===== config.mk =====
export PLATFORM = sky130hd
export DESIGN_NAME = highest_response_ratio_scheduler
export DESIGN_NICKNAME = d
export VERILOG_FILES = /design/src/hrrn_pkg.sv /design/src/hrrn_div.sv /design/src/hrrn_table.sv /design/src/highest_response_ratio_scheduler.sv
export SDC_FILE = /design/constraint.sdc
export NUM_CORES = 2
export LEC_CHECK = 0
export ABC_AREA = 1
export ABC_CLOCK_PERIOD_IN_PS = 5550
export BUFFER_PORTS_ARGS = -buffer_cell sky130_fd_sc_hd__buf_2
export CAP_MARGIN = 0
export CORE_MARGIN = 2
export CORE_UTILIZATION = 50
export CTS_CLUSTER_DIAMETER = 100
export DETAILED_ROUTE_END_ITERATION = 7
export GPL_TIMING_DRIVEN = 0
export PLACE_DENSITY = 0.64
export SETUP_SLACK_MARGIN = 0.1
export SYNTH_ARGS = -nofsm -noshare
export SYNTH_HDL_FRONTEND = slang
export SYNTH_SLANG_ARGS = --single-unit

===== constraint.sdc =====
create_clock -name clock -period 5.55 [get_ports clock]
set_input_delay 1.11 -clock clock [delete_from_list [all_inputs] [get_ports clock]]
set_output_delay 1.11 -clock clock [all_outputs]
set_load 0.005 [all_outputs]

===== src/hrrn_pkg.sv =====
package hrrn_pkg;

   localparam int ID_W     = 8;
   localparam int BURST_W  = 12;
   localparam int TICK_W   = 32;
   localparam int WAIT_W   = 20;
   localparam int RATIO_W  = WAIT_W + 1;
   localparam int ENTRY_W  = ID_W + BURST_W + TICK_W;
   localparam int DEF_MAX_TASKS = 16;

   // one table entry
   typedef struct packed {
      logic [TICK_W-1:0]  admit;
      logic [BURST_W-1:0] burst;
      logic [ID_W-1:0]    id;
   } entry_type;

   // divider request
   typedef struct packed {
      logic               start;
      logic [RATIO_W-1:0] num;
      logic [BURST_W-1:0] den;
   } div_req_type;

   // divider status
   typedef struct packed {
      logic               done;
      logic [RATIO_W-1:0] quot;
   } div_rsp_type;

   // zero burst behaves as one
   function automatic logic [BURST_W-1:0] eff_burst(input logic [BURST_W-1:0] b);
      return (b == '0) ? BURST_W'(1) : b;
   endfunction

endpackage


===== src/hrrn_div.sv =====
module hrrn_div (
   input  logic                clock,
   input  logic                reset,
   input  hrrn_pkg::div_req_type req,
   output hrrn_pkg::div_rsp_type rsp
);
   import hrrn_pkg::*;

   localparam int CNT_W = $clog2(RATIO_W + 1);

   logic [BURST_W-1:0] rem_ff, rem_in;
   logic [RATIO_W-1:0] quo_ff, quo_in;
   logic [BURST_W-1:0] den_ff, den_in;
   logic [CNT_W-1:0]   cnt_ff, cnt_in;
   logic               busy_ff, busy_in;
   logic               done_ff, done_in;
   logic [BURST_W:0]   shifted;
   logic [BURST_W+1:0] diff;
   logic               ge;

   // one restoring step: shift in a numerator bit and try the subtract
   always_comb begin
      shifted = {rem_ff, quo_ff[RATIO_W-1]};
      diff    = {1'b0, shifted} - {2'b0, den_ff};
      ge      = ~diff[BURST_W+1];
   end

   always_comb begin
      rem_in  = rem_ff;
      quo_in  = quo_ff;
      den_in  = den_ff;
      cnt_in  = cnt_ff;
      busy_in = busy_ff;
      done_in = 1'b0;
      if (req.start) begin
         rem_in  = '0;
         quo_in  = req.num;
         den_in  = req.den;
         cnt_in  = CNT_W'(RATIO_W);
         busy_in = 1'b1;
      end else if (busy_ff) begin
         rem_in = ge ? diff[BURST_W-1:0] : shifted[BURST_W-1:0];
         quo_in = {quo_ff[RATIO_W-2:0], ge};
         cnt_in = cnt_ff - CNT_W'(1);
         if (cnt_ff == CNT_W'(1)) begin
            busy_in = 1'b0;
            done_in = 1'b1;
         end
      end
   end

   always_ff @(posedge clock) begin
      if (reset) begin
         busy_ff <= 1'b0;
         done_ff <= 1'b0;
         cnt_ff  <= '0;
      end else begin
         busy_ff <= busy_in;
         done_ff <= done_in;
         cnt_ff  <= cnt_in;
      end
      rem_ff <= rem_in;
      quo_ff <= quo_in;
      den_ff <= den_in;
   end

   assign rsp.done = done_ff;
   assign rsp.quot = quo_ff;

endmodule


===== src/hrrn_table.sv =====
module hrrn_table #(
   parameter int MAX_TASKS = hrrn_pkg::DEF_MAX_TASKS
) (
   input  logic                          clock,
   input  logic                          wr_en,
   input  logic [$clog2(MAX_TASKS)-1:0]  wr_addr,
   input  hrrn_pkg::entry_type           wr_data,
   input  logic                          rd_en,
   input  logic [$clog2(MAX_TASKS)-1:0]  rd_addr,
   output hrrn_pkg::entry_type           rd_data
);
   import hrrn_pkg::*;

   entry_type mem [MAX_TASKS];
   entry_type rd_data_ff;

   // single write port, registered read port
   always_ff @(posedge clock) begin
      if (wr_en) begin
         mem[wr_addr] <= wr_data;
      end
      if (rd_en) begin
         rd_data_ff <= mem[rd_addr];
      end
   end

   assign rd_data = rd_data_ff;

endmodule


===== src/highest_response_ratio_scheduler.sv =====
// highest response ratio next scheduler, one tick per input transaction
// req channel: one transaction per scheduler tick; tuser flags an arriving
//   task, tdata carries its id and burst
// rsp channel: exactly one transaction per tick with finished, idle and
//   overflow flags and, on completion, the task's id, burst, admit, start
//   and end ticks
// with no dispatch needed a tick passes through the idle, tick and result
//   states; a dispatch reads each waiting entry and passes its ratio through
//   one shared 21-step restoring divider, then moves each later entry one
//   place down when the chosen task leaves the table (one read, one write port)
// req_tready is high only between ticks; the result sits in an output
//   register until rsp_tready, and the next tick is not taken before that
// reset empties the table, clears the running task and sets the tick to one;
//   no clearing pass is needed
module highest_response_ratio_scheduler #(
   parameter int MAX_TASKS = hrrn_pkg::DEF_MAX_TASKS
) (
   input  logic          clock,
   input  logic          reset,
   input  logic          req_tvalid,
   output logic          req_tready,
   input  logic [23:0]   req_tdata,   // arrival_id, arrival_burst, zero pad
   input  logic          req_tuser,   // arrival_valid
   output logic          rsp_tvalid,
   input  logic          rsp_tready,
   output logic [119:0]  rsp_tdata,   // done_id, done_burst, admit_tick,
                                      // start_tick, end_tick, zero pad
   output logic [2:0]    rsp_tuser    // finished, idle, overflow
);
   import hrrn_pkg::*;

   localparam int IDX_W = $clog2(MAX_TASKS);
   localparam int CNT_W = $clog2(MAX_TASKS + 1);

   typedef enum logic [9:0] {
      S_IDLE  = 10'b0000000001,
      S_SREAD = 10'b0000000010,
      S_SLOAD = 10'b0000000100,
      S_SDIV  = 10'b0000001000,
      S_PREAD = 10'b0000010000,
      S_PLOAD = 10'b0000100000,
      S_MREAD = 10'b0001000000,
      S_MWRITE= 10'b0010000000,
      S_TICK  = 10'b0100000000,
      S_RESP  = 10'b1000000000
   } state_type;

   state_type          state_ff, state_in;
   logic [CNT_W-1:0]   cnt_ff, cnt_in;
   logic [IDX_W-1:0]   idx_ff, idx_in;
   logic [IDX_W-1:0]   best_ff, best_in;
   logic [RATIO_W-1:0] best_ratio_ff, best_ratio_in;
   logic               run_ff, run_in;
   entry_type          rec_ff, rec_in;
   logic [BURST_W-1:0] remain_ff, remain_in;
   logic [TICK_W-1:0]  start_ff, start_in;
   logic [TICK_W-1:0]  tick_ff, tick_in;
   logic               ovf_ff, ovf_in;
   logic               rsp_valid_ff, rsp_valid_in;
   logic [119:0]       rsp_data_ff, rsp_data_in;
   logic [2:0]         rsp_user_ff, rsp_user_in;

   logic               req_fire;
   logic               wr_en, rd_en;
   logic [IDX_W-1:0]   wr_addr, rd_addr;
   entry_type          wr_data, rd_data;
   div_req_type        div_req;
   div_rsp_type        div_rsp;
   logic [TICK_W-1:0]  age;
   logic [WAIT_W-1:0]  wait_sat;
   logic [BURST_W-1:0] remain_dec;
   logic [CNT_W-1:0]   next_pos;

   hrrn_table #(.MAX_TASKS(MAX_TASKS)) u_table (
      .clock   (clock),
      .wr_en   (wr_en),
      .wr_addr (wr_addr),
      .wr_data (wr_data),
      .rd_en   (rd_en),
      .rd_addr (rd_addr),
      .rd_data (rd_data)
   );

   hrrn_div u_div (
      .clock (clock),
      .reset (reset),
      .req   (div_req),
      .rsp   (div_rsp)
   );

   assign req_fire = req_tvalid && req_tready;

   // wait of an entry is the saturated age since admission
   always_comb begin
      age      = tick_ff - rd_data.admit;
      wait_sat = (age >= TICK_W'({WAIT_W{1'b1}})) ? {WAIT_W{1'b1}} : age[WAIT_W-1:0];
      remain_dec = remain_ff - BURST_W'(1);
      next_pos   = CNT_W'(idx_ff) + CNT_W'(1);
   end

   // tick sequencer
   always_comb begin
      state_in      = state_ff;
      cnt_in        = cnt_ff;
      idx_in        = idx_ff;
      best_in       = best_ff;
      best_ratio_in = best_ratio_ff;
      run_in        = run_ff;
      rec_in        = rec_ff;
      remain_in     = remain_ff;
      start_in      = start_ff;
      tick_in       = tick_ff;
      ovf_in        = ovf_ff;
      rsp_valid_in  = rsp_valid_ff;
      rsp_data_in   = rsp_data_ff;
      rsp_user_in   = rsp_user_ff;
      wr_en         = 1'b0;
      wr_addr       = cnt_ff[IDX_W-1:0];
      wr_data       = '{admit: tick_ff, burst: req_tdata[19:8], id: req_tdata[7:0]};
      rd_en         = 1'b0;
      rd_addr       = idx_ff;
      div_req       = '{start: 1'b0,
                        num: RATIO_W'(wait_sat) + RATIO_W'(eff_burst(rd_data.burst)),
                        den: eff_burst(rd_data.burst)};
      case (state_ff)
         S_IDLE: begin
            if (req_fire) begin
               ovf_in = 1'b0;
               if (req_tuser) begin
                  if (cnt_ff == CNT_W'(MAX_TASKS)) begin
                     ovf_in = 1'b1;
                  end else begin
                     wr_en  = 1'b1;
                     cnt_in = cnt_ff + CNT_W'(1);
                  end
               end
               idx_in  = '0;
               best_in = '0;
               if (!run_ff && cnt_in != '0) begin
                  state_in = S_SREAD;
               end else begin
                  state_in = S_TICK;
               end
            end
         end
         // scan: read one entry, divide, keep the best
         S_SREAD: begin
            rd_en    = 1'b1;
            state_in = S_SLOAD;
         end
         S_SLOAD: begin
            div_req.start = 1'b1;
            state_in      = S_SDIV;
         end
         S_SDIV: begin
            if (div_rsp.done) begin
               if (idx_ff == '0 || div_rsp.quot > best_ratio_ff) begin
                  best_in       = idx_ff;
                  best_ratio_in = div_rsp.quot;
               end
               if (next_pos == cnt_ff) begin
                  state_in = S_PREAD;
               end else begin
                  idx_in   = idx_ff + IDX_W'(1);
                  state_in = S_SREAD;
               end
            end
         end
         // dispatch the chosen entry
         S_PREAD: begin
            rd_en    = 1'b1;
            rd_addr  = best_ff;
            state_in = S_PLOAD;
         end
         S_PLOAD: begin
            rec_in    = rd_data;
            remain_in = eff_burst(rd_data.burst);
            start_in  = tick_ff;
            run_in    = 1'b1;
            idx_in    = best_ff;
            state_in  = S_MREAD;
         end
         // close the gap: read each later entry and write it one place down
         S_MREAD: begin
            if (next_pos < cnt_ff) begin
               rd_en    = 1'b1;
               rd_addr  = next_pos[IDX_W-1:0];
               state_in = S_MWRITE;
            end else begin
               cnt_in   = cnt_ff - CNT_W'(1);
               state_in = S_TICK;
            end
         end
         S_MWRITE: begin
            wr_en    = 1'b1;
            wr_addr  = idx_ff;
            wr_data  = rd_data;
            idx_in   = idx_ff + IDX_W'(1);
            state_in = S_MREAD;
         end
         // count down and build the result
         S_TICK: begin
            rsp_data_in = '0;
            rsp_user_in = {ovf_ff, 1'b0, 1'b0};
            if (run_ff) begin
               remain_in = remain_dec;
               if (remain_dec == '0) begin
                  run_in         = 1'b0;
                  rsp_user_in[0] = 1'b1;
                  rsp_data_in    = {4'b0, tick_ff, start_ff, rec_ff.admit,
                                    rec_ff.burst, rec_ff.id};
               end
            end else begin
               rsp_user_in[1] = 1'b1;
            end
            tick_in      = tick_ff + TICK_W'(1);
            rsp_valid_in = 1'b1;
            state_in     = S_RESP;
         end
         S_RESP: begin
            if (rsp_tready) begin
               rsp_valid_in = 1'b0;
               state_in     = S_IDLE;
            end
         end
         default: begin
            state_in = S_IDLE;
         end
      endcase
   end

   always_ff @(posedge clock) begin
      if (reset) begin
         state_ff     <= S_IDLE;
         cnt_ff       <= '0;
         run_ff       <= 1'b0;
         rec_ff       <= '0;
         remain_ff    <= '0;
         start_ff     <= '0;
         tick_ff      <= TICK_W'(1);
         ovf_ff       <= 1'b0;
         rsp_valid_ff <= 1'b0;
      end else begin
         state_ff     <= state_in;
         cnt_ff       <= cnt_in;
         run_ff       <= run_in;
         rec_ff       <= rec_in;
         remain_ff    <= remain_in;
         start_ff     <= start_in;
         tick_ff      <= tick_in;
         ovf_ff       <= ovf_in;
         rsp_valid_ff <= rsp_valid_in;
      end
      idx_ff        <= idx_in;
      best_ff       <= best_in;
      best_ratio_ff <= best_ratio_in;
      rsp_data_ff   <= rsp_data_in;
      rsp_user_ff   <= rsp_user_in;
   end

   assign req_tready = (state_ff == S_IDLE);
   assign rsp_tvalid = rsp_valid_ff;
   assign rsp_tdata  = rsp_data_ff;
   assign rsp_tuser  = rsp_user_ff;

endmodule


Word level (Yosys, flattened, before mapping). Memories as Yosys holds them, arrays and structs flattened. A register that Yosys moved wholly into a read port is not among the register bits. Cells that the tools add are included.

Register bits: 350. Bits in writable memories: 832. Input bits: 29. Output and inout bits: 125. Word-level logic and storage cells: 144. Memories: 1.

$add $sub $neg: 10. $lt $le $gt $ge: 3. Equality and inequality tests: 20. Mux-type cells: 56. Bitwise operators: 2. Reductions and logical operators: 27.

Memories: u_table.mem (depth 16, bits a word 52, rd ports 1, clocked after Yosys merged registers in 1, write ports 1, RTL line hrrn_table.sv:14) `entry_type mem [MAX_TASKS];`.

Operators with widths (count): one-hot mux 10 bit (9 select lines) (1); 2-to-1 mux 52 bit (1); 2-to-1 mux 5 bit (9); 2-to-1 mux 21 bit (2); 2-to-1 mux 12 bit (3); adder 32 x 1 -> 32 bit, second input constant (1); >= comparator 32 x 20 -> 1 bit, second input constant (1); subtractor 32 bit (1); 2-to-1 mux 10 bit (3); 2-to-1 mux 4 bit (7); logical NOT 12 bit (2); one-hot mux 12 bit (2 select lines) (1); adder 20 x 12 -> 21 bit (1); greater-than comparator 21 bit (1); 2-to-1 mux 20 bit (1); 2-to-1 mux 1 bit (18); 2-to-1 mux 9 bit (2); one-hot mux 4 bit (2 select lines) (2); one-hot mux 4 bit (4 select lines) (1); subtractor 13 x 12 -> 14 bit (1); subtractor 12 x 1 -> 12 bit, second input constant (1); equality test 10 x 1 -> 1 bit, second input constant (1); equality test 10 bit, second input constant (1); equality test 10 x 2 -> 1 bit, second input constant (1); other kinds (32) (55).

Logic depth before layout (Yosys ltp).
Depth after elaboration: 10. Gate-level depth with buffers: 34. Depth with buffers taken out: 33.

Hierarchy. From an unflattened synthesis, not the netlist that was laid out.

Cells, all modules: 6007. Area total of the unflattened synthesis: 56693.1 sq um.

Modules (own cells, without submodules): hrrn_table (instances 1, cells an instance 3426, area each 37031.8 sq um, seq. area each 26545.5 sq um); highest_response_ratio_scheduler (instances 1, cells an instance 2192, area each 16537.1 sq um, seq. area each 7367.1 sq um); hrrn_div (instances 1, cells an instance 389, area each 3124.2 sq um, seq. area each 1371.3 sq um).

Worst setup path after synthesis. No wires, ideal clock.

Path type: register to register. From: reg tick_ff[0]. To: reg u_div.quo_ff[18] (data pin). Setup time: 253 ps. Data arrival time: 4304 ps. Required time: 5297 ps. Slack: 992 ps. Stages on the path, launching flop included: 33. Buffers on the path: 1. Clock period less this slack: 4558 ps. Cells stage by stage: dfxtp_1 -> inv_1 -> ha_1 -> fa_1 -> inv_1 -> nand2_1 -> nand2_1 -> nand3_1 -> nand2_1 -> nand2_1 -> nand2_1 -> nand2_1 -> nand2_1 -> nand2_1 -> nor2_1 -> nand2_1 -> o21ai_0 -> nor2_1 -> clkbuf_1 -> nand2_1 -> ha_1 -> inv_1 -> fa_1 -> nor2_1 -> a211oi_1 -> o21ai_0 -> a21oi_1 -> o21ai_0 -> nand2_1 -> nor2_1 -> nand2_1 -> nand3_1 -> nand2_1.

Cells in the longest elaborated chain, start to end: 5.

RTL lines: from (decl) (RTL line highest_response_ratio_scheduler.sv:57) `logic [TICK_W-1:0] tick_ff, tick_in;`; from (signal assigned) (RTL line highest_response_ratio_scheduler.sv:250) `tick_ff <= tick_in;`; subtractor 32 bit (*) (RTL line highest_response_ratio_scheduler.sv:95) `age = tick_ff - rd_data.admit;`; >= comparator 32 x 20 -> 1 bit (RTL line highest_response_ratio_scheduler.sv:96) `wait_sat = (age >= TICK_W'({WAIT_W{1'b1}})) ? {WAIT_W{1'b1}} : age[WAIT_W-1:0];`; 2-to-1 mux 20 bit (*) (RTL line highest_response_ratio_scheduler.sv:96); adder 20 x 12 -> 21 bit (*) (RTL line highest_response_ratio_scheduler.sv:123) `num: RATIO_W'(wait_sat) + RATIO_W'(eff_burst(rd_data.burst)),`; 2-to-1 mux 21 bit (*) (RTL line hrrn_div.sv:35) `if (req.start) begin`; named net u_div.quo_in[18] (RTL line hrrn_div.sv:12) `logic [RATIO_W-1:0] quo_ff, quo_in;`; to (signal assigned) (RTL line hrrn_div.sv:63) `quo_ff <= quo_in;`; to (decl) (RTL line hrrn_div.sv:12).

The timed path passes the listed nets; every way through them passes the cells marked *. A chain may end at the register's enable or synchronous reset.

Worst setup path after layout.
From: reg idx_ff[0]. To: reg, netlist name u_table.rd_data[46].

Cells in the longest elaborated chain, start to end: 4. Elaborated cells between the ends (all ways): 6. Those cells by class: 1 x add/sub; 1 x order compare; 4 x mux.

RTL lines: from (decl) (RTL line highest_response_ratio_scheduler.sv:50) `logic [IDX_W-1:0] idx_ff, idx_in;`; from (signal assigned) (RTL line highest_response_ratio_scheduler.sv:254) `idx_ff <= idx_in;`; adder 4 x 1 -> 5 bit (RTL line highest_response_ratio_scheduler.sv:98) `next_pos = CNT_W'(idx_ff) + CNT_W'(1);`; < comparator 5 bit (RTL line highest_response_ratio_scheduler.sv:185) `if (next_pos < cnt_ff) begin`; 2-to-1 mux 4 bit / 2-to-1 mux 1 bit (equally long branches) (RTL line highest_response_ratio_scheduler.sv:185); one-hot mux 4 bit (2 select lines) / one-hot mux 1 bit (2 select lines) (equally long branches) (RTL line highest_response_ratio_scheduler.sv:125) `case (state_ff)`.

Parallel ways exist; a longest one is shown, timed or not.

==> summary.txt <==
Synth
  • Main area contributors after synthesis: edfxtp_1 59%, dfxtp_1 6.1%, o21ai_0 5.8%
  • Predominant post-synthesis flop cell: edfxtp_1
  • Cell with the most instances after synthesis: edfxtp_1
  • Async SR Flop Fraction: 0%
  • Leading area contributor after synthesis: edfxtp_1
  • Synth cell count leaders: 1065 x edfxtp_1, 741 x nand2_1, 627 x o21ai_0
  • Post-synth EDFFs: 1065
  • Mapped Cells: 5011
  • Yosys cell types: 51
  • Synthesized area: 53800 um^2
  • Yosys top cell area share: 59.5%
  • YS warnings: 0
  • Syn Area/Cell: 10.7 um^2
  • Sequential area share after synthesis: 65.6%
  • FF+latch count, synth: 1230

STA
  • Final setup violation count: 0
  • Clock period minus worst slack: 5.38 ns
  • Fmax: 186 MHz
  • Fin crit share: 96.9%
  • Clock skew: 0.0238 ns
  • Worst-margin pin slew: 1.13 ns
  • Fin. max-slew vios: 0
  • Worst rel slew slack: 24.0%
  • Final hold viol count: 0
  • RSZ-0062 raised after global routing: no
  • PnR worst setup slack: 0.173 ns

Min path
  • Worst Hold Class: reg2reg
  • Hold Path Cell Cnt: 0

Floorplan
  • Area of the die: 110000 um^2
  • Core outline area: 107000 um^2
  • IO Pins: 154
  • Die Y: 332 um
  • Starting Density: 50.3%
  • Die width: 332 um
  • # rows: 120

Global route
  • Largest net degree at the start of global routing: 83
  • Initial antenna violation count: 5
  • Overall routing resource usage: 28.2%
  • Vias in the first global route: 37413
  • Gr ovfl total: 0
  • First-pass GRT wire length: 232 mm

Routing
  • Post-DR vias/cell: 5.68
  • Drt first pass iters: 5
  • Total Wirelength: 158 mm
  • Drt drc: 0
  • Routed len/inst: 23.0 um
  • Iteration-0 DRC Markers: 4197
  • Antenna viol nets, final: 0
  • Routed vias: 39002

Power and ir drop
  • Pwr Density: 421 nW/um^2
  • Worst vdd ir: 0.352 mV
  • Pwr Total: 26000 uW
  • Leakage power: 0.0222 uW

Place
  • Port-buffer cells: 144
  • Pre-CTS setup slack: -0.910 ns
  • Hpwl dp: 115 mm
  • Final GP Congestion: 0.958

Setup path
  • Kind of critical path: reg2reg
  • CP max stage delay: 0.60 ns
  • CP Cell Sequence: ha_1 > xor2_1 > ha_1 > a21o_1 > a221oi_1 > nand2_1 > o22ai_1 > a21oi_2 > inv_2 > buf_2 > clkbuf_1 > o21ai_0 > o21ai_0 > nor2_1 > o21ai_1
  • CP startpoint kind: flop
  • Critical path required time: 5.99 ns
  • Slowest library cell on the worst path: o21ai_1
  • Crit path DAT: 5.82 ns
  • R2R cell count: 15
  • Critical path peak fanout: 10
  • Critical path capture point type: flop

Clocking
  • Max clock buf depth: 3
  • Post-CTS Hold Buffers: 0
  • Root buffer cell: clkbuf_16
  • CTS Buf Count: 130
  • TritonCTS clock tree: built
  • Worst-path clk slew: 0.06 ns
  • Clk Latency, worst-skew pair: 0.75 ns
  • H-tree levels: 4
  • Clk sinks: 1230

Layout
  • Area grow syn2layout: 14.7%
  • Layout Utilization: 57.7%
  • Layout cell share with drive strength beyond 1: 10.2%
  • Nets: 5482

Run
  • MaxCap Viol Count: 0

Status
  • Status: finished, final reports clean
[where the power goes]
group | total (uW) | switching (uW) | internal [uW] | leakage (uW)
clock | 8510 | 3600 | 4910 | 0.00203
combinational | 6790 | 4980 | 1810 | 0.00950
sequential | 10700 | 185 | 10500 | 0.0106
total | 26000 | 8760 | 17200 | 0.0222
[through the flow]
stage | cell area, um^2 | std cells | setup TNS (ns) | hold WS, ns
after floorplan | 53800 | 5014 | 0 | 0.409
after global placement | 56300 | 6561 | -1224.55 | 0.420
after detailed placement | 57400 | 6627 | -8.33 | 0.424
after CTS | 61600 | 6866 | 0 | 0.438
after global routing | 61700 | 6869 | 0 | 0.457
final | 61700 | 6870 | 0 | 0.438
[layout by cell type, fill, tap and decap left out, types with 9 or more instances in the layout]
cell / count
edfxtp_1: 1065
nand2_1: 736
o21ai_0: 582
inv_1: 571
a21oi_1: 448
nor2_1: 289
o211ai_1: 265
clkbuf_1: 243
buf_2: 198
dfxtp_1: 164
nand3_1: 149
clkbuf_16: 134
ha_1: 89
o21ai_1: 83
nor3_1: 40
xor2_1: 35
nor2_2: 32
buf_4: 31
nand4_1: 28
clkinv_1: 28
buf_12: 25
nor2_4: 17
buf_6: 16
clkinv_2: 16
nor4_1: 12
nand3b_1: 12
o22ai_1: 11
nand2_2: 10
a31oi_1: 9
o21ai_2: 9
[worst max-delay path: cells and delay by family (launching register included)]
family | cells | cell delay (ns)
compound gates | 7 | 1.85
xor+xnor | 1 | 0.22
fa+ha+maj | 2 | 0.57
buf+inv | 3 | 1.50
flops | 1 | 0.52
simple gates | 2 | 0.39
[routing by layer]
metal	vias up	part of all wire (%)	routed length, um	track usage [%]
met5	-	0	0	0
met4	0	3.5	5500	11.0
met3	313	8.1	12800	4.65
met2	1673	48	75100	46.7
met1	18683	41	64300	37.4
li1	18333	-	-	-
[sequential cells by signal, indices dropped and copies added (netlist names)]
| name | flops |
|---|---|
| u_table.mem | 832 |
| rsp_tdata | 116 |
| rec_ff | 52 |
| u_table.rd_data | 52 |
| start_ff | 32 |
| tick_ff | 32 |
| best_ratio_ff | 21 |
| u_div.quo_ff | 21 |
| remain_ff | 12 |
| u_div.den_ff | 12 |
| u_div.rem_ff | 12 |
| state_ff | 10 |
| cnt_ff | 5 |
| u_div.cnt_ff | 5 |
| best_ff | 4 |
| idx_ff | 4 |
| rsp_tuser | 3 |
| ovf_ff | 1 |
| rsp_tvalid | 1 |
| run_ff | 1 |
| u_div.busy_ff | 1 |
| u_div.done_ff | 1 |
[area by class of cell]
cell class	count	area, um^2
Fill cell	8974	45200
Clock inverter	67	604
Antenna cell	1	2.50
Tap cell	1403	1760
Clock buffer	171	3550
Sequential cell	1230	35300
Inverter	578	2170
Timing Repair Buffer	214	1730
Multi-Input combinational cell	2923	15400
Buffer	283	1190
[logic make-up (layout without fill, tap and decap cells)]
kind of cell             after synthesis  in the layout  synth area share, %
AND/OR/NAND/NOR                     1343           1343                 10.4
buffers and inverters                861           1313                 6.23
XOR/XNOR                              41             41                0.668
AO/OA/AOI/OAI                       1442           1442                 14.9
adder cells (fa/ha/maj)               93             93                 2.21
other                                  1              5              0.00697
flip-flops                          1230           1230                 65.6
[final timing paths]
kind                         endpoint  slack [ns]      start
hold / removal           rsp_tuser[2]        0.44     ovf_ff
hold reg to reg          rsp_tuser[2]        0.44     ovf_ff
setup / recovery  u_table.rd_data[46]        0.17  idx_ff[0]
setup reg to reg  u_table.rd_data[46]        0.17  idx_ff[0]
[what timing repair did]
item,4_1_cts,5_1_grt
setup endpoints to repair,16,12
resized for setup,17,18
pin swaps,1,4
buffers inserted,1,3
Note: power is estimated with default switching activity, not from simulation.
